$ cat src/rtl/core/tpc_pkg.sv
// ----------------------------------------------------------------------------
// tpc_pkg - shared definitions for the track particle classifier
// Point layout, command, class and status codes, and the angle bin helper.
// ----------------------------------------------------------------------------
package tpc_pkg;

   localparam int TABLE_DEPTH = 256;
   localparam int IDX_W       = $clog2(TABLE_DEPTH);
   localparam int CNT_W       = $clog2(TABLE_DEPTH + 1);
   localparam int BIN_W       = 7;
   localparam int VAL_W       = 16;

   // floor(angle / 1000) as a multiply by 2^26/1000 rounded up, exact for 16 bits
   localparam logic [16:0] BIN_RECIP = 17'd67109;
   localparam int          BIN_SHIFT = 26;

   localparam logic signed [16:0] MOM_LIMIT   = 17'sd7000;
   localparam logic signed [16:0] MOM_MISSING = 17'sd100;

   localparam logic [1:0] CMD_LOAD     = 2'd0;
   localparam logic [1:0] CMD_CLEAR    = 2'd1;
   localparam logic [1:0] CMD_CLASSIFY = 2'd2;

   localparam logic [1:0] CLASS_NONE   = 2'd0;
   localparam logic [1:0] CLASS_MUON   = 2'd1;
   localparam logic [1:0] CLASS_PION   = 2'd2;
   localparam logic [1:0] CLASS_PROTON = 2'd3;

   localparam logic [1:0] STATUS_OK    = 2'd0;
   localparam logic [1:0] STATUS_FULL  = 2'd1;
   localparam logic [1:0] STATUS_EMPTY = 2'd2;

   typedef struct packed {
      logic             valid;
      logic [BIN_W-1:0] bin;
      logic [VAL_W-1:0] mom;
      logic [VAL_W-1:0] thr;
   } point_type;

   typedef struct packed {
      logic shift;
      logic wr;
      logic clr;
   } cell_ctl_type;

   typedef struct packed {
      logic start;
      logic step;
   } scan_ctl_type;

   typedef struct packed {
      logic       dup;
      logic [1:0] cls;
   } scan_res_type;

   function automatic logic [BIN_W-1:0] bin_of(input logic [VAL_W-1:0] angle);
      logic [32:0] prod;
      prod = 33'(angle) * 33'(BIN_RECIP);
      return BIN_W'(prod >> BIN_SHIFT);
   endfunction

endpackage

$ cat src/rtl/core/tpc_cell.sv
// ----------------------------------------------------------------------------
// tpc_cell - one threshold point of the table ring
// Holds a point; neighbour's on shift, new one on write, invalid on clear.
// ----------------------------------------------------------------------------
module tpc_cell
   import tpc_pkg::*;
(
   input  logic         clock,
   input  logic         reset,
   input  cell_ctl_type ctl,
   input  point_type    shift_in,
   input  point_type    wr_point,
   output point_type    point
);

   point_type point_ff;
   point_type point_in;

   always_comb begin
      point_in = point_ff;
      if (ctl.clr) begin
         point_in.valid = 1'b0;
      end else if (ctl.wr) begin
         point_in = wr_point;
      end else if (ctl.shift) begin
         point_in = shift_in;
      end
   end

   always_ff @(posedge clock) begin
      point_ff <= point_in;
      if (reset) begin
         point_ff.valid <= 1'b0;
      end
   end

   assign point = point_ff;

endmodule

$ cat config.mk
export PLATFORM = sky130hd
export DESIGN_NAME = tpc_cell
export DESIGN_NICKNAME = d
export VERILOG_FILES = /design/src/rtl/core/tpc_pkg.sv /design/src/rtl/core/tpc_cell.sv
export SDC_FILE = /design/constraint.sdc
export NUM_CORES = 1
export LEC_CHECK = 0
export ABC_CLOCK_PERIOD_IN_PS = 3790
export BUFFER_PORTS_ARGS = -buffer_cell sky130_fd_sc_hd__buf_4
export CAP_MARGIN = 20
export CORE_MARGIN = 2
export CORE_UTILIZATION = 42
export DETAILED_ROUTE_END_ITERATION = 12
export PLACE_DENSITY = 0.8
export SYNTH_ARGS = -nofsm -noshare
export SYNTH_HDL_FRONTEND = slang
export SYNTH_SLANG_ARGS = --single-unit
$ cat constraint.sdc
create_clock -name clock -period 3.79 [get_ports clock]
set_input_delay 0.379 -clock clock [delete_from_list [all_inputs] [get_ports clock]]
set_output_delay 0.379 -clock clock [all_outputs]
set_load 0.02 [all_outputs]
==> summary.txt <==
Outcome
  • Status: finished clean

Flow run
  • MaxCap Viol Count: 0

Timing
  • Slew @ Worst Pin: 726 ps
  • Worst rel slew slack: about half
  • Fmax: slightly above 700 MHz
  • Max Slew Vio Count: 0
  • Post-layout min period: roughly 1400 ps
  • Final hold viol count: 0
  • Final Cycle Share: between 30% and 40%
  • Post-route setup slack: approximately 2400 ps
  • Clock skew: 0 ps
  • Setup_tns: 0 ps
  • RSZ-0062 raised after global routing: false
  • Final Setup Violations: 0

Finish
  • Layout net count: between 300 and 400
  • FF/Latch Area: 1190 um2
  • Fin util: 68.4%
  • Layout fillers: between 200 and 300
  • Max reg flops: 40
  • Inserted Diodes: 0
  • Footprint of the multi-input gates: between 600 and 700 um2
  • Layout cells sized above 1: around four fifths
  • Area growth, synth to finish: 57.0%

Clock tree
  • Clock Latency Late Sink: 280 ps
  • Hold buffers post-CTS: 0
  • Post-CTS Setup Bufs: 0
  • CTS Buffer Depth: 2
  • Num Clock Sinks: 40
  • CTS tree: built
  • Clock-pin transition on the worst setup and hold timing paths: roughly 70 ps
  • Root buf cell: clkbuf_8
  • Htree depth: 2
  • Post-CTS Resized: 0
  • CTS buffer count: 5

GRT
  • Initial antenna violation count: 0
  • Vias in the first global route: around 1.3k
  • Grt met3 use: ~5.1%
  • Total gr overflow: 0
  • First-pass GRT wire length: around 6300 um
  • Largest net degree at the start of global routing: 42
  • Tot GR Track Use: approximately 17%
  • Met2 GRT Util: a little under a third
  • Met1 global-route usage: roughly 18%
  • Gr busiest metal: met2

Hold path
  • Min-Delay Path Class: in -> reg

Logic synthesis
  • Register area share after synthesis: 62.8%
  • Number of synthesized register bits: 40
  • Avg Cell Area, Syn: around 21 um2
  • Mux share of post-synthesis cell area: 31.4%
  • Distinct cells, synth: 9
  • Adder-cell share of the synthesized area: 0%
  • Cells after synthesis: 90
  • Synth Warn #: 0
  • Post-synthesis xor/xnor area fraction: 0%
  • Fraction of the mapped netlist area in compound gates: under 10%
  • Combinational family with the most area after synthesis: multiplexers
  • Synth Cell Area: 1900 um2
  • Synth Area in Simple Gates: under 10%
  • Post-synthesis net count: approximately 180

Route
  • Antenna Violating Nets Remaining: 0
  • Routed WL: ~4200 um
  • Vias: ~1.3k
  • Via-to-Cell Ratio: around 4.7
  • DRT Pass-1 Iters: 4
  • WL/cell: roughly 16 um
  • Initial DRC count: 91
  • DRC violations left: 0

Floorplan
  • Die H: just over 70 um
  • Num ports: about 130
  • Die Footprint: just over 5000 um2
  • Initial Utilization: a little over two fifths
  • Core Footprint: approximately 4400 um2
  • FP Rows: 24
  • Die X: approximately 70 um

Worst setup path
  • Worst-path cell chain: buf_4, buf_4, mux2_4
  • CP Max Fanout: 41
  • Critical path capture point type: flop
  • CP Launch Type: primary input
  • Setup CP Type: in -> reg
  • Crit-path max cell delay: about 570 ps
  • CP delay by family, top: buffers and inverters
  • Arrival time of the worst setup path: 1430 ps
  • R2R setup slack: around 2900 ps
  • Most frequent CP cell: buf_4
  • Worst Path Buf+Inv: 2
  • Crit-path slowest cell: buf_4
  • WP data required: between 3000 and 4000 ps

Power and ir drop
  • P per Cell Area: 387 nW/um2
  • Worst vdd ir: between 0.2 and 0.25 mV
  • Leakage power: around 1.4 nW

Placement
  • IO buf count: roughly 120
  • Dpl ws: ~2000 ps
  • Dpl hpwl: between 3000 and 4000 um
  • GP Congestion: 0.759
[kinds of logic after synthesis]
logic type	Yosys count
DFF	40
buffers and inverters	6
muxes	40
AOI/OAI and AO/OA	1
and+or+nand+nor	3
[per-stage QoR]
step / hold WS, ps / power (mW) / instance area [um2] / std cells
after floorplan: 443 / 0.691 / 1900 / 90
after global placement: 553 / 0.822 / 2850 / 262
after detailed placement: 558 / 0.828 / 2850 / 262
after CTS: 250 / 1.16 / 2960 / 270
after global routing: 243 / 1.19 / 2980 / 271
final: 260 / 1.15 / 2980 / 271
[path summary, 6_finish.rpt]
path	start	end	cells past startpoint
setup / recovery	ctl[1]	point[34]	3
hold / removal	reset	point[39]	2
setup reg to reg	point[39]	point[39]	2
hold reg to reg	point[39]	point[39]	2
[placed cells by master (no fill, tap or decap)]
cell       netlist  layout
buf_4            0     125
mux2_4          39      39
edfxtp_1        39      39
clkbuf_8         0       5
clkinv_1         0       2
nor2_1           2       1
nor2_4           0       1
inv_1            1       1
mux2i_1          1       1
nor2b_4          1       1
a2111oi_4        1       1
bufinv_16        0       1
buf_12           0       1
dfxtp_1          1       1
[cell type report]
class	instances	area share (%)
clock buffers	5	2.31
multi-input cells	44	21.9
flip-flops and latches	40	40.0
inverters	1	0.126
repair buffers	126	32.2
well taps	52	2.19
clock inverters	3	1.26
[cells in the mapped netlist, drive strengths merged]
library cell  count  area share, %
nor2b             1           0.73
a2111oi           1            1.5
dfxtp             1            1.1
nor2              2           0.40
mux2i             1           0.53
edfxtp           39             62
inv               1           0.20
mux2             39             31
buf               5            3.0
[metal layers]
layer  part of all wire [%]  wire, um
met5                      0         0
met4                    1.6        68
met3                    7.9       333
met2                     55      2320
met1                     36      1510
[power breakdown]
| part | internal, mW | leakage (nW) | switching [mW] |
|---|---|---|---|
| clock network | 0.192 | 0.0532 | 0.142 |
| logic | 0.157 | 0.956 | 0.113 |
| registers | 0.535 | 0.382 | 0.0118 |
Power figures use the tool's default switching activity.
