$ cat src/rtl/core/tpc_pkg.sv
// ----------------------------------------------------------------------------
// tpc_pkg - shared definitions for the track particle classifier
// Point layout, command, class and status codes, and the angle bin helper.
// ----------------------------------------------------------------------------
package tpc_pkg;

   localparam int TABLE_DEPTH = 256;
   localparam int IDX_W       = $clog2(TABLE_DEPTH);
   localparam int CNT_W       = $clog2(TABLE_DEPTH + 1);
   localparam int BIN_W       = 7;
   localparam int VAL_W       = 16;

   // floor(angle / 1000) as a multiply by 2^26/1000 rounded up, exact for 16 bits
   localparam logic [16:0] BIN_RECIP = 17'd67109;
   localparam int          BIN_SHIFT = 26;

   localparam logic signed [16:0] MOM_LIMIT   = 17'sd7000;
   localparam logic signed [16:0] MOM_MISSING = 17'sd100;

   localparam logic [1:0] CMD_LOAD     = 2'd0;
   localparam logic [1:0] CMD_CLEAR    = 2'd1;
   localparam logic [1:0] CMD_CLASSIFY = 2'd2;

   localparam logic [1:0] CLASS_NONE   = 2'd0;
   localparam logic [1:0] CLASS_MUON   = 2'd1;
   localparam logic [1:0] CLASS_PION   = 2'd2;
   localparam logic [1:0] CLASS_PROTON = 2'd3;

   localparam logic [1:0] STATUS_OK    = 2'd0;
   localparam logic [1:0] STATUS_FULL  = 2'd1;
   localparam logic [1:0] STATUS_EMPTY = 2'd2;

   typedef struct packed {
      logic             valid;
      logic [BIN_W-1:0] bin;
      logic [VAL_W-1:0] mom;
      logic [VAL_W-1:0] thr;
   } point_type;

   typedef struct packed {
      logic shift;
      logic wr;
      logic clr;
   } cell_ctl_type;

   typedef struct packed {
      logic start;
      logic step;
   } scan_ctl_type;

   typedef struct packed {
      logic       dup;
      logic [1:0] cls;
   } scan_res_type;

   function automatic logic [BIN_W-1:0] bin_of(input logic [VAL_W-1:0] angle);
      logic [32:0] prod;
      prod = 33'(angle) * 33'(BIN_RECIP);
      return BIN_W'(prod >> BIN_SHIFT);
   endfunction

endpackage

$ cat src/rtl/core/tpc_scan.sv
// ----------------------------------------------------------------------------
// tpc_scan - running search over the points leaving the head of the ring
// Tracks the nearest bin at or above the query and the top bin, with momentum
// neighbours for each, plus a duplicate flag for loads.
// ----------------------------------------------------------------------------
module tpc_scan
   import tpc_pkg::*;
(
   input  logic             clock,
   input  logic             reset,
   input  scan_ctl_type     ctl,
   input  point_type        point,
   input  logic [BIN_W-1:0] q_bin,
   input  logic [VAL_W-1:0] q_mom,
   input  logic [VAL_W-1:0] q_vph,
   output scan_res_type     res
);

   typedef struct packed {
      logic             have;
      logic [BIN_W-1:0] bin;
      logic             lo_have;
      logic [VAL_W-1:0] lo_m;
      logic [VAL_W-1:0] lo_t;
      logic             hi_have;
      logic [VAL_W-1:0] hi_m;
      logic [VAL_W-1:0] hi_t;
   } nb_type;

   nb_type ge_ff, ge_in, mx_ff, mx_in, pick;
   logic   dup_ff, dup_in;
   logic [VAL_W-1:0] lo_d, hi_d, thr;

   // fold one point of the tracked bin into the lower / upper neighbour
   function automatic nb_type fold(input nb_type a, input point_type p,
                                   input logic [VAL_W-1:0] qm);
      nb_type r;
      r = a;
      if (p.mom <= qm) begin
         if (!a.lo_have || p.mom > a.lo_m) begin
            r.lo_have = 1'b1;
            r.lo_m    = p.mom;
            r.lo_t    = p.thr;
         end
      end else if (!a.hi_have || p.mom < a.hi_m) begin
         r.hi_have = 1'b1;
         r.hi_m    = p.mom;
         r.hi_t    = p.thr;
      end
      return r;
   endfunction

   function automatic nb_type fresh(input point_type p, input logic [VAL_W-1:0] qm);
      nb_type r;
      r      = '0;
      r.have = 1'b1;
      r.bin  = p.bin;
      return fold(r, p, qm);
   endfunction

   always_comb begin
      ge_in  = ge_ff;
      mx_in  = mx_ff;
      dup_in = dup_ff;
      if (ctl.start) begin
         ge_in  = '0;
         mx_in  = '0;
         dup_in = 1'b0;
      end else if (ctl.step && point.valid) begin
         if (point.bin >= q_bin) begin
            if (!ge_ff.have || point.bin < ge_ff.bin) begin
               ge_in = fresh(point, q_mom);
            end else if (point.bin == ge_ff.bin) begin
               ge_in = fold(ge_ff, point, q_mom);
            end
         end
         if (!mx_ff.have || point.bin > mx_ff.bin) begin
            mx_in = fresh(point, q_mom);
         end else if (point.bin == mx_ff.bin) begin
            mx_in = fold(mx_ff, point, q_mom);
         end
         if (point.bin == q_bin && point.mom == q_mom) begin
            dup_in = 1'b1;
         end
      end
   end

   always_ff @(posedge clock) begin
      ge_ff  <= ge_in;
      mx_ff  <= mx_in;
      dup_ff <= dup_in;
      if (reset) begin
         ge_ff.have <= 1'b0;
         mx_ff.have <= 1'b0;
         dup_ff     <= 1'b0;
      end
   end

   // nearest neighbour, a tie goes to the upper point
   always_comb begin
      pick = ge_ff.have ? ge_ff : mx_ff;
      lo_d = q_mom - pick.lo_m;
      hi_d = pick.hi_m - q_mom;
      if (pick.lo_have && pick.hi_have) begin
         thr = (lo_d < hi_d) ? pick.lo_t : pick.hi_t;
      end else if (pick.lo_have) begin
         thr = pick.lo_t;
      end else begin
         thr = pick.hi_t;
      end
      res.dup = dup_ff;
      if (!mx_ff.have) begin
         res.cls = CLASS_NONE;
      end else begin
         res.cls = (thr > q_vph) ? CLASS_PION : CLASS_PROTON;
      end
   end

endmodule

$ cat config.mk
export PLATFORM = sky130hd
export DESIGN_NAME = tpc_scan
export DESIGN_NICKNAME = d
export VERILOG_FILES = /design/src/rtl/core/tpc_pkg.sv /design/src/rtl/core/tpc_scan.sv
export SDC_FILE = /design/constraint.sdc
export NUM_CORES = 1
export LEC_CHECK = 0
export BUFFER_PORTS_ARGS = -buffer_cell sky130_fd_sc_hd__buf_2
export CORE_MARGIN = 1
export CORE_UTILIZATION = 50
export DETAILED_ROUTE_END_ITERATION = 8
export PLACE_DENSITY_LB_ADDON = 0.1
export SETUP_SLACK_MARGIN = 0.15
export SLEW_MARGIN = 25
export SYNTH_ARGS = -nofsm -noshare
export SYNTH_HDL_FRONTEND = slang
export SYNTH_SLANG_ARGS = --single-unit
$ cat constraint.sdc
create_clock -name clock -period 17.3 [get_ports clock]
set_input_delay 3.46 -clock clock [delete_from_list [all_inputs] [get_ports clock]]
set_output_delay 3.46 -clock clock [all_outputs]
set_load 0.005 [all_outputs]
==> results of run 1 <==
-- registers in the layout, summed over array words and instances (netlist names) --
| register | cells |
|---|---|
| mx_ff | 74 |
| dup_ff | 1 |
| ge_ff | 74 |
-- power groups by stage --
stage | sequential, mW | clock (mW) | combinational (mW)
after global routing | 0.364 | 0.393 | 0.232
after global placement | 0.370 | 0 | 0.201
final | 0.363 | 0.372 | 0.206
after detailed placement | 0.370 | 0 | 0.204
after CTS | 0.363 | 0.378 | 0.205
after floorplan | 0.367 | 0 | 0.143
-- path summary, 6_finish.rpt --
path	end	cells past startpoint	slack (ns)
max	res[0]	27	5.04
min reg2reg	mx_ff[71]	2	0.46
max reg2reg	ge_ff[44]	8	14.04
min	mx_ff[71]	2	0.46
-- cell families (layout without fill, tap and decap cells) --
logic type      after synthesis  in the layout  synth area share
mux                          72             72            0.0799
fa+ha+maj                   164            164             0.179
simple gates                445            445             0.182
buf+inv                     207            258            0.0748
xor+xnor                     28             28            0.0213
flops                       149            149             0.258
compound gates              321            321             0.205
-- worst max-delay path: cells and delay by family --
kind                       cells  cell delay [ns]
AOI/OAI and AO/OA             13             2.30
xor gates and xnor gates       1             0.13
adders and majority gates      3             0.97
buffers and inverters          4             0.55
muxes                          1             0.36
and+or+nand+nor                5             1.01
-- cell type report --
class / instances / share of cell area
timing repair buffer: 99 / 0.0420
tap: 285 / 0.0281
multi-input combinational: 1030 / 0.610
clock buffer: 22 / 0.0390
sequential: 149 / 0.235
inverter: 128 / 0.0379
clock inverter: 9 / 0.00720
-- placed cells by master (no fill, tap or decap), types with 35 or more instances in the layout --
master | Yosys | final
a21oi_1 | 94 | 92
and3_1 | 35 | 35
buf_2 | 9 | 84
dfxtp_1 | 149 | 148
ha_1 | 162 | 162
inv_1 | 126 | 126
mux2i_1 | 55 | 55
nand2_1 | 188 | 188
nand3_1 | 51 | 51
nor2_1 | 67 | 66
nor2b_1 | 41 | 41
o21ai_0 | 45 | 45
-- routing by layer --
layer  share of wire  vias up
li1                -     5044
met1            0.49     4746
met2            0.46      259
met3           0.045       29
met4           0.011        0
met5               0        -
-- through the flow --
stage          hold WS, ns  power [mW]  utilization
6_report             0.455       0.941        0.560
2_1_floorplan        0.435       0.511            -
4_1_cts              0.456       0.945        0.560
5_1_grt              0.473       0.989        0.560
3_3_place_gp         0.441       0.572        0.534
3_5_place_dp         0.447       0.574        0.534
==> impl_table.tex, run 1 <==
\begin{tabular}{lr}
\hline
Metric & Value \\
\hline
\multicolumn{2}{l}{\textbf{Status}} \\
\quad Result of the run & completed \\
\multicolumn{2}{l}{\textbf{Timing}} \\
\quad Final critical delay including setup and external delays & around 12 ns \\
\quad Final clock skew & 0.0112 ns \\
\quad Final period util & 0.709 \\
\quad Setup Total Neg Slack & 0 ns \\
\quad Max Transition Viols Final & 0 \\
\quad Final number of hold-violating endpoints & 0 \\
\quad Peak Freq & slightly above 0.08 GHz \\
\quad Final setup slack of the worst path & 5.04 ns \\
\quad Setup repair after global routing missed its margin & no \\
\quad Worst-Margin Slew & 0.975 ns \\
\quad Slew margin rel. & 0.350 \\
\quad Endpoints failing setup & 0 \\
\multicolumn{2}{l}{\textbf{Global route}} \\
\quad Aggregate global routing overflow & 0 \\
\quad Highest-utilization routing layer at the global route stage & met2 \\
\quad Antenna violations before repair & 0 \\
\quad Global-route track usage on met2 & 0.449 \\
\quad Via count of the first global-routing pass & between 9000 and 10000 \\
\quad Total routing usage reported by global routing & 0.279 \\
\quad Maximum number of pins on one net before global-route repair & 67 \\
\quad Met3 track demand over resource & 0.0392 \\
\quad Met1 capacity usage during global routing & 0.392 \\
\quad First-pass GRT wire length & 51.9 mm \\
\multicolumn{2}{l}{\textbf{Route}} \\
\quad Post-route ant nets & 0 \\
\quad Ratio of routed vias to standard cells & 5.85 \\
\quad Total wire length after detailed routing & 31.9 mm \\
\quad Drt drc & 0 \\
\quad Number of detailed-routing iterations run before antenna repair & 6 \\
\quad Wire length per cell & 18.5 um \\
\quad Routed via count & roughly 10000 \\
\quad DRC violation total after the first TritonRoute iteration & 862 \\
\multicolumn{2}{l}{\textbf{Synth}} \\
\quad Library cell with the largest summed area after synthesis & dfxtp\_1 \\
\quad Summed instance area of the synthesized netlist & 0.0115 mm2 \\
\quad Count of flip-flops with a built-in enable after synthesis & 0 \\
\quad Top flip-flop cell by instance count after synthesis & dfxtp\_1 \\
\quad Proportion of netlist area held by the largest area contributor & 0.258 \\
\quad Net count of the mapped netlist & 1633 \\
\quad Commonest cells in the netlist & 188 x nand2\_1, 162 x ha\_1, 149 x dfxtp\_1 \\
\quad Largest cells by area after synthesis & dfxtp\_1 26\%, ha\_1 18\%, nand2\_1 6.1\% \\
\quad Proportion of synthesized flip-flops having asynchronous set or reset & 0 \\
\quad Warnings from Yosys & 0 \\
\quad Library cell with the highest instance count after synthesis & nand2\_1 \\
\quad Flops \& latches, synth & between 100 and 150 \\
\quad Unique cell type count in the Yosys netlist & 68 \\
\quad Number of instances in the synthesized netlist & 1386 \\
\quad Post-synthesis average cell area & 8.33 um2 \\
\quad Share of the yosys chip area belonging to registers & 0.258 \\
\multicolumn{2}{l}{\textbf{Placement}} \\
\quad Worst Setup Slack post-DPL & 5.03 ns \\
\quad Global placer's final weighted congestion & 0.884 \\
\quad Number of placed cells counting well taps & 1691 \\
\quad Placed wire-length estimate & 21.8 mm \\
\quad DP Area & 0.0121 mm2 \\
\quad Number of port buffers & 85 \\
\multicolumn{2}{l}{\textbf{Layout}} \\
\quad Area occupied by multi-input gates & 0.00774 mm2 \\
\quad Net count, final & 1672 \\
\quad Share of cells above drive strength 1 & 0.140 \\
\quad Number of fill cells in the layout & between 2000 and 2500 \\
\quad Diodes inserted & 0 \\
\quad Footprint of the flip-flops and latches & 0.00299 mm2 \\
\quad Non-Filler Instances & about 1700 \\
\quad Final std cell area, no fill & roughly 0.013 mm2 \\
\quad Layout overhead on the synthesized area & 9.93\% \\
\multicolumn{2}{l}{\textbf{Die}} \\
\quad Number of ports placed on the die boundary & 86 \\
\quad Die H & 154 um \\
\quad Core area & $\sim$0.023 mm2 \\
\quad Initial Utilization & 0.510 \\
\quad Die footprint & 0.0237 mm2 \\
\quad Width of the chip & around 150 um \\
\quad Row cnt & 55 \\
\multicolumn{2}{l}{\textbf{Clocking}} \\
\quad Clock Pin Slew Worst Setup and Hold Paths & 0.06 ns \\
\quad Total clock buffers created by CTS & 17 \\
\quad CTS resizes & 0 \\
\quad Clk Tree Root Cell & clkbuf\_16 \\
\quad CTS hold repair buffers & 0 \\
\quad Number of buffers inserted to repair setup after CTS & 0 \\
\quad Maximum buffer depth of the clock tree & 2 \\
\quad CTS tree & done \\
\quad H-tree depth & 4 \\
\quad Number of clock sinks seen by CTS & approximately 150 \\
\quad Worst-Skew Late Latency & 0.42 ns \\
\multicolumn{2}{l}{\textbf{Flow run}} \\
\quad Number of violations of the max-capacitance limit & 0 \\
\multicolumn{2}{l}{\textbf{Worst setup path}} \\
\quad Launch point of the critical path & q\_mom[2] \\
\quad Delay of the slowest critical-path stage & 0.49 ns \\
\quad Type of the worst setup path & in2out \\
\quad Kind of capture point of the worst setup path & primary output \\
\quad Data required time of the worst path & 13.84 ns \\
\quad Slowest cell on the critical path & or4\_1 \\
\quad Category of the worst setup path launch point & input port \\
\quad R2r startpoint & ge\_ff[60] \\
\quad CP max FO & 16 \\
\quad Data arrival time of the critical path & 8.80 ns \\
\multicolumn{2}{l}{\textbf{Hold path}} \\
\quad Start point of the worst hold path & mx\_ff[71] \\
\quad Type of the tightest min-delay check & reg2reg \\
\multicolumn{2}{l}{\textbf{Power and ir drop}} \\
\quad P per Cell Area & between 70 and 80 mW/mm2 \\
\quad IR drop worst, VDD & roughly 0.000051 V \\
\quad Static Leak & 5.50 nW \\
\quad Switching power as a share of total power & 0.307 \\
\quad Switching power & 0.288 mW \\
\quad Clock share of power & 0.395 \\
\quad Internal power & 0.652 mW \\
\quad Reg power frac & 0.386 \\
\quad Logic gate share of total power & 0.219 \\
\hline
\end{tabular}
Power figures use the tool's default switching activity.
==> inputs of run 2 (changes only) <==
--- a/config.mk
+++ b/config.mk
@@ -5,6 +5,7 @@
 export SDC_FILE = /design/constraint.sdc
 export NUM_CORES = 1
 export LEC_CHECK = 0
+export ABC_AREA = 1
 export BUFFER_PORTS_ARGS = -buffer_cell sky130_fd_sc_hd__buf_2
 export CORE_MARGIN = 1
 export CORE_UTILIZATION = 50
==> constraint.sdc (replaced) <==
create_clock -name clock -period 12.6 [get_ports clock]
set_input_delay 2.52 -clock clock [delete_from_list [all_inputs] [get_ports clock]]
set_output_delay 2.52 -clock clock [all_outputs]
set_load 0.005 [all_outputs]
==> run 2 against run 1 <==
Register-to-register slack worse by 5.9 ns. Sequential share of layout area is 0.25 points lower. Routed wire length up 11%. Design area rose by 1.1%. Critical path type unchanged. Die area increased by 2.8%. First-iteration DRC count is 3.9% lower. Core utilization decreased by 1.2 points. Clock power increased by 30%. Non-clock buffer count down 6.
==> impl_table.tex, run 2 <==
\begin{tabular}{lr}
\hline
Metric & Value \\
\hline
\multicolumn{2}{l}{\textbf{Power and ir drop}} \\
\quad Tot Pwr & 1.35 mW (+43\%) \\
\quad P per Cell Area & 105 mW/mm2 (+42\%) \\
\quad IR drop worst, VDD & 0.0000921 V (+79\%) \\
\quad Static Leak & 5.49 nW (-0.27\%) \\
\multicolumn{2}{l}{\textbf{Route}} \\
\quad Routed via count & 11800 (+17\%) \\
\quad Number of detailed-routing iterations run before antenna repair & 5 (-1) \\
\quad Total wire length after detailed routing & 35.3 mm (+11\%) \\
\quad DRC violation total after the first TritonRoute iteration & 828 (-3.9\%) \\
\quad Ratio of routed vias to standard cells & 5.67 (-3.1\%) \\
\quad Post-route ant nets & 0 (unchanged) \\
\quad Wire length per cell & 16.9 um (-8.4\%) \\
\quad Drt drc & 0 (unchanged) \\
\multicolumn{2}{l}{\textbf{Layout}} \\
\quad Top Registers & ge\_ff x74, mx\_ff x74, dup\_ff x1 \\
\quad Diodes inserted & 0 (unchanged) \\
\quad Share of cells above drive strength 1 & 0.0846 (-0.0553) \\
\quad Net count, final & 1995 (+19\%) \\
\quad Layout overhead on the synthesized area & 8.05\% \\
\quad Most used cells in the layout excluding fill and tap cells & 389 x nand2\_1, 286 x a21oi\_1, 193 x inv\_1 \\
\quad Commonest non-fill, non-tap cell in the layout & nand2\_1 \\
\multicolumn{2}{l}{\textbf{Die}} \\
\quad Die H & 156 um (+1.4\%) \\
\quad Number of ports placed on the die boundary & 86 (unchanged) \\
\quad Initial Utilization & 0.507 (-0.00259) \\
\quad Width of the chip & 156 um (+1.4\%) \\
\quad Row cnt & 56 (+1.8\%) \\
\quad Die footprint & 0.0244 mm2 (+2.8\%) \\
\quad Core area & 0.0234 mm2 (+3.4\%) \\
\multicolumn{2}{l}{\textbf{Worst setup path}} \\
\quad R2r startpoint & mx\_ff[72] \\
\quad Reg-to-reg critical path endpoint & mx\_ff[55] \\
\quad Data arrival time of the critical path & 7.56 ns (-1.24 ns) \\
\quad Register-to-register setup slack & 8.09 ns (-5.95 ns) \\
\quad Worst path most repeated cell & a21oi\_1 \\
\quad CP max FO & 31 (+15) \\
\quad Type of the worst setup path & in2out \\
\quad Category of the worst setup path launch point & input port \\
\quad Launch point of the critical path & q\_mom[0] \\
\quad Data required time of the worst path & 10.08 ns (-3.76 ns) \\
\quad Cell depth of the worst flop-to-flop path & 13 (+5) \\
\quad Delay of the slowest critical-path stage & 0.60 ns (+0.11 ns) \\
\quad Kind of capture point of the worst setup path & primary output \\
\quad Slowest cell on the critical path & nand2\_1 \\
\multicolumn{2}{l}{\textbf{Synth}} \\
\quad Library cell with the highest instance count after synthesis & nand2\_1 \\
\quad Post-synthesis average cell area & 6.84 um2 (-18\%) \\
\quad Library cell with the largest summed area after synthesis & dfxtp\_1 \\
\quad Proportion of synthesized flip-flops having asynchronous set or reset & 0 (unchanged) \\
\quad Warnings from Yosys & 0 (unchanged) \\
\quad Net count of the mapped netlist & 1982 (+21\%) \\
\quad Commonest cells in the netlist & 389 x nand2\_1, 286 x a21oi\_1, 193 x inv\_1 \\
\quad Count of flip-flops with a built-in enable after synthesis & 0 (unchanged) \\
\quad Summed instance area of the synthesized netlist & 0.0119 mm2 (+2.8\%) \\
\quad Share of the yosys chip area belonging to registers & 0.251 (-0.00714) \\
\quad Number of instances in the synthesized netlist & 1735 (+25\%) \\
\quad Largest cells by area after synthesis & dfxtp\_1 25\%, ha\_1 17\%, nand2\_1 12\% \\
\quad Flops \& latches, synth & 149 (unchanged) \\
\quad Unique cell type count in the Yosys netlist & 40 (-41\%) \\
\quad Top flip-flop cell by instance count after synthesis & dfxtp\_1 \\
\quad Proportion of netlist area held by the largest area contributor & 0.251 (-0.00714) \\
\multicolumn{2}{l}{\textbf{Timing}} \\
\quad Worst-Margin Slew & 0.996 ns (+0.0212 ns) \\
\quad Final period util & 0.800 \\
\quad Final critical delay including setup and external delays & $\sim$10 ns \\
\quad Endpoints failing setup & 0 (unchanged) \\
\quad Final clock skew & 0.0142 ns (+0.00306 ns) \\
\quad Final number of hold-violating endpoints & 0 (unchanged) \\
\quad Peak Freq & 0.0992 GHz \\
\quad Setup repair after global routing missed its margin & no \\
\quad Max Transition Viols Final & 0 (unchanged) \\
\quad Slew margin rel. & 0.335 (-0.0149) \\
\quad Setup Total Neg Slack & 0 ns (unchanged) \\
\multicolumn{2}{l}{\textbf{Hold path}} \\
\quad Type of the tightest min-delay check & reg2reg \\
\quad Number of stages on the worst hold path & 2 (unchanged) \\
\quad Start point of the worst hold path & mx\_ff[40] \\
\quad Sink of the worst hold path & mx\_ff[40] \\
\multicolumn{2}{l}{\textbf{Placement}} \\
\quad Global placer's final weighted congestion & 0.904 (+2.3\%) \\
\quad Placed wire-length estimate & 23.2 mm (+6.5\%) \\
\quad Number of port buffers & 85 (unchanged) \\
\multicolumn{2}{l}{\textbf{Global route}} \\
\quad Aggregate global routing overflow & 0 (unchanged) \\
\quad Global-route track usage on met2 & 0.485 (+0.0364) \\
\quad Total routing usage reported by global routing & 0.296 (+0.0175) \\
\quad Via count of the first global-routing pass & 11133 (+15\%) \\
\quad Met1 capacity usage during global routing & 0.396 (+0.00381) \\
\quad Met3 track demand over resource & 0.0450 (+0.00582) \\
\quad Antenna violations before repair & 0 (unchanged) \\
\quad Highest-utilization routing layer at the global route stage & met2 \\
\quad First-pass GRT wire length & 56.8 mm (+9.3\%) \\
\quad Maximum number of pins on one net before global-route repair & 75 (+12\%) \\
\multicolumn{2}{l}{\textbf{Clocking}} \\
\quad Clk Tree Root Cell & clkbuf\_16 \\
\quad Clock Pin Slew Worst Setup and Hold Paths & 0.07 ns (about the same) \\
\quad Maximum buffer depth of the clock tree & 2 (unchanged) \\
\quad H-tree depth & 4 (unchanged) \\
\quad Number of buffers inserted to repair setup after CTS & 0 (unchanged) \\
\quad Total clock buffers created by CTS & 17 (unchanged) \\
\quad Worst-Skew Late Latency & 0.44 ns (+0.02 ns) \\
\quad CTS resizes & 0 (unchanged) \\
\quad CTS hold repair buffers & 0 (unchanged) \\
\quad Number of clock sinks seen by CTS & 149 (unchanged) \\
\quad CTS tree & done \\
\multicolumn{2}{l}{\textbf{Flow run}} \\
\quad Number of violations of the max-capacitance limit & 0 (unchanged) \\
\multicolumn{2}{l}{\textbf{Status}} \\
\quad Result of the run & completed \\
\hline
\end{tabular}
## run 2: per-stage QoR
| stage | cells | hold slack [ns] | setup slack (ns) | cell area [um2] | utilization |
|---|---|---|---|---|---|
| after detailed placement | 2047 | 0.452 | 2.60 | 12300 | 0.524 |
| after floorplan | 1735 | 0.427 | 3.82 | 11900 | - |
| final | 2080 | 0.459 | 2.52 | 12800 | 0.548 |
| after global routing | 2080 | 0.474 | 2.08 | 12800 | 0.548 |
| after global placement | 2047 | 0.446 | 2.70 | 12300 | 0.524 |
| after CTS | 2079 | 0.463 | 2.57 | 12800 | 0.547 |
## run 2: cell families after synthesis
kind of cell    Yosys count  share of synthesized area
simple gates            637                      0.235
compound gates          446                      0.201
buf+inv                 294                      0.104
fa+ha+maj               164                      0.174
flops                   149                      0.251
xor+xnor                 30                     0.0221
mux                      15                     0.0127
## run 2: worst max-delay path by stage
stage | to | cells past startpoint
floorplan | res[0] | 27
global placement | res[0] | 27
detailed placement | res[0] | 26
CTS | res[0] | 26
global route | res[0] | 28
finish | res[0] | 26
## run 2: routing by layer
| metal | wire length [um] | vias up |
|---|---|---|
| met2 | 15900 | 357 |
| met5 | 0 | - |
| met3 | 2120 | 55 |
| met1 | 16400 | 5493 |
| li1 | - | 5895 |
| met4 | 765 | 0 |
## run 2: power by group
part / internal (mW) / leakage (nW) / switching (mW)
clock: 0.265 / 0.279 / 0.220
combinational: 0.126 / 4.00 / 0.236
sequential: 0.489 / 1.21 / 0.0114
## run 2: cell type report
| class | count | area [um2] |
|---|---|---|
| Fill cell | 2446 | 10600 |
| Multi-Input combinational cell | 1292 | 7660 |
| Sequential cell | 149 | 2990 |
| Inverter | 195 | 732 |
| Timing Repair Buffer | 93 | 492 |
| Clock buffer | 19 | 453 |
| Tap cell | 319 | 399 |
| Clock inverter | 13 | 96.3 |
## run 2: critical path, delay by kind of cell
family	cells	cell delay, ns
and+or+nand+nor	5	0.96
xor gates and xnor gates	1	0.17
buffers and inverters	5	0.44
AOI/OAI and AO/OA	11	2.32
adders and majority gates	4	1.13
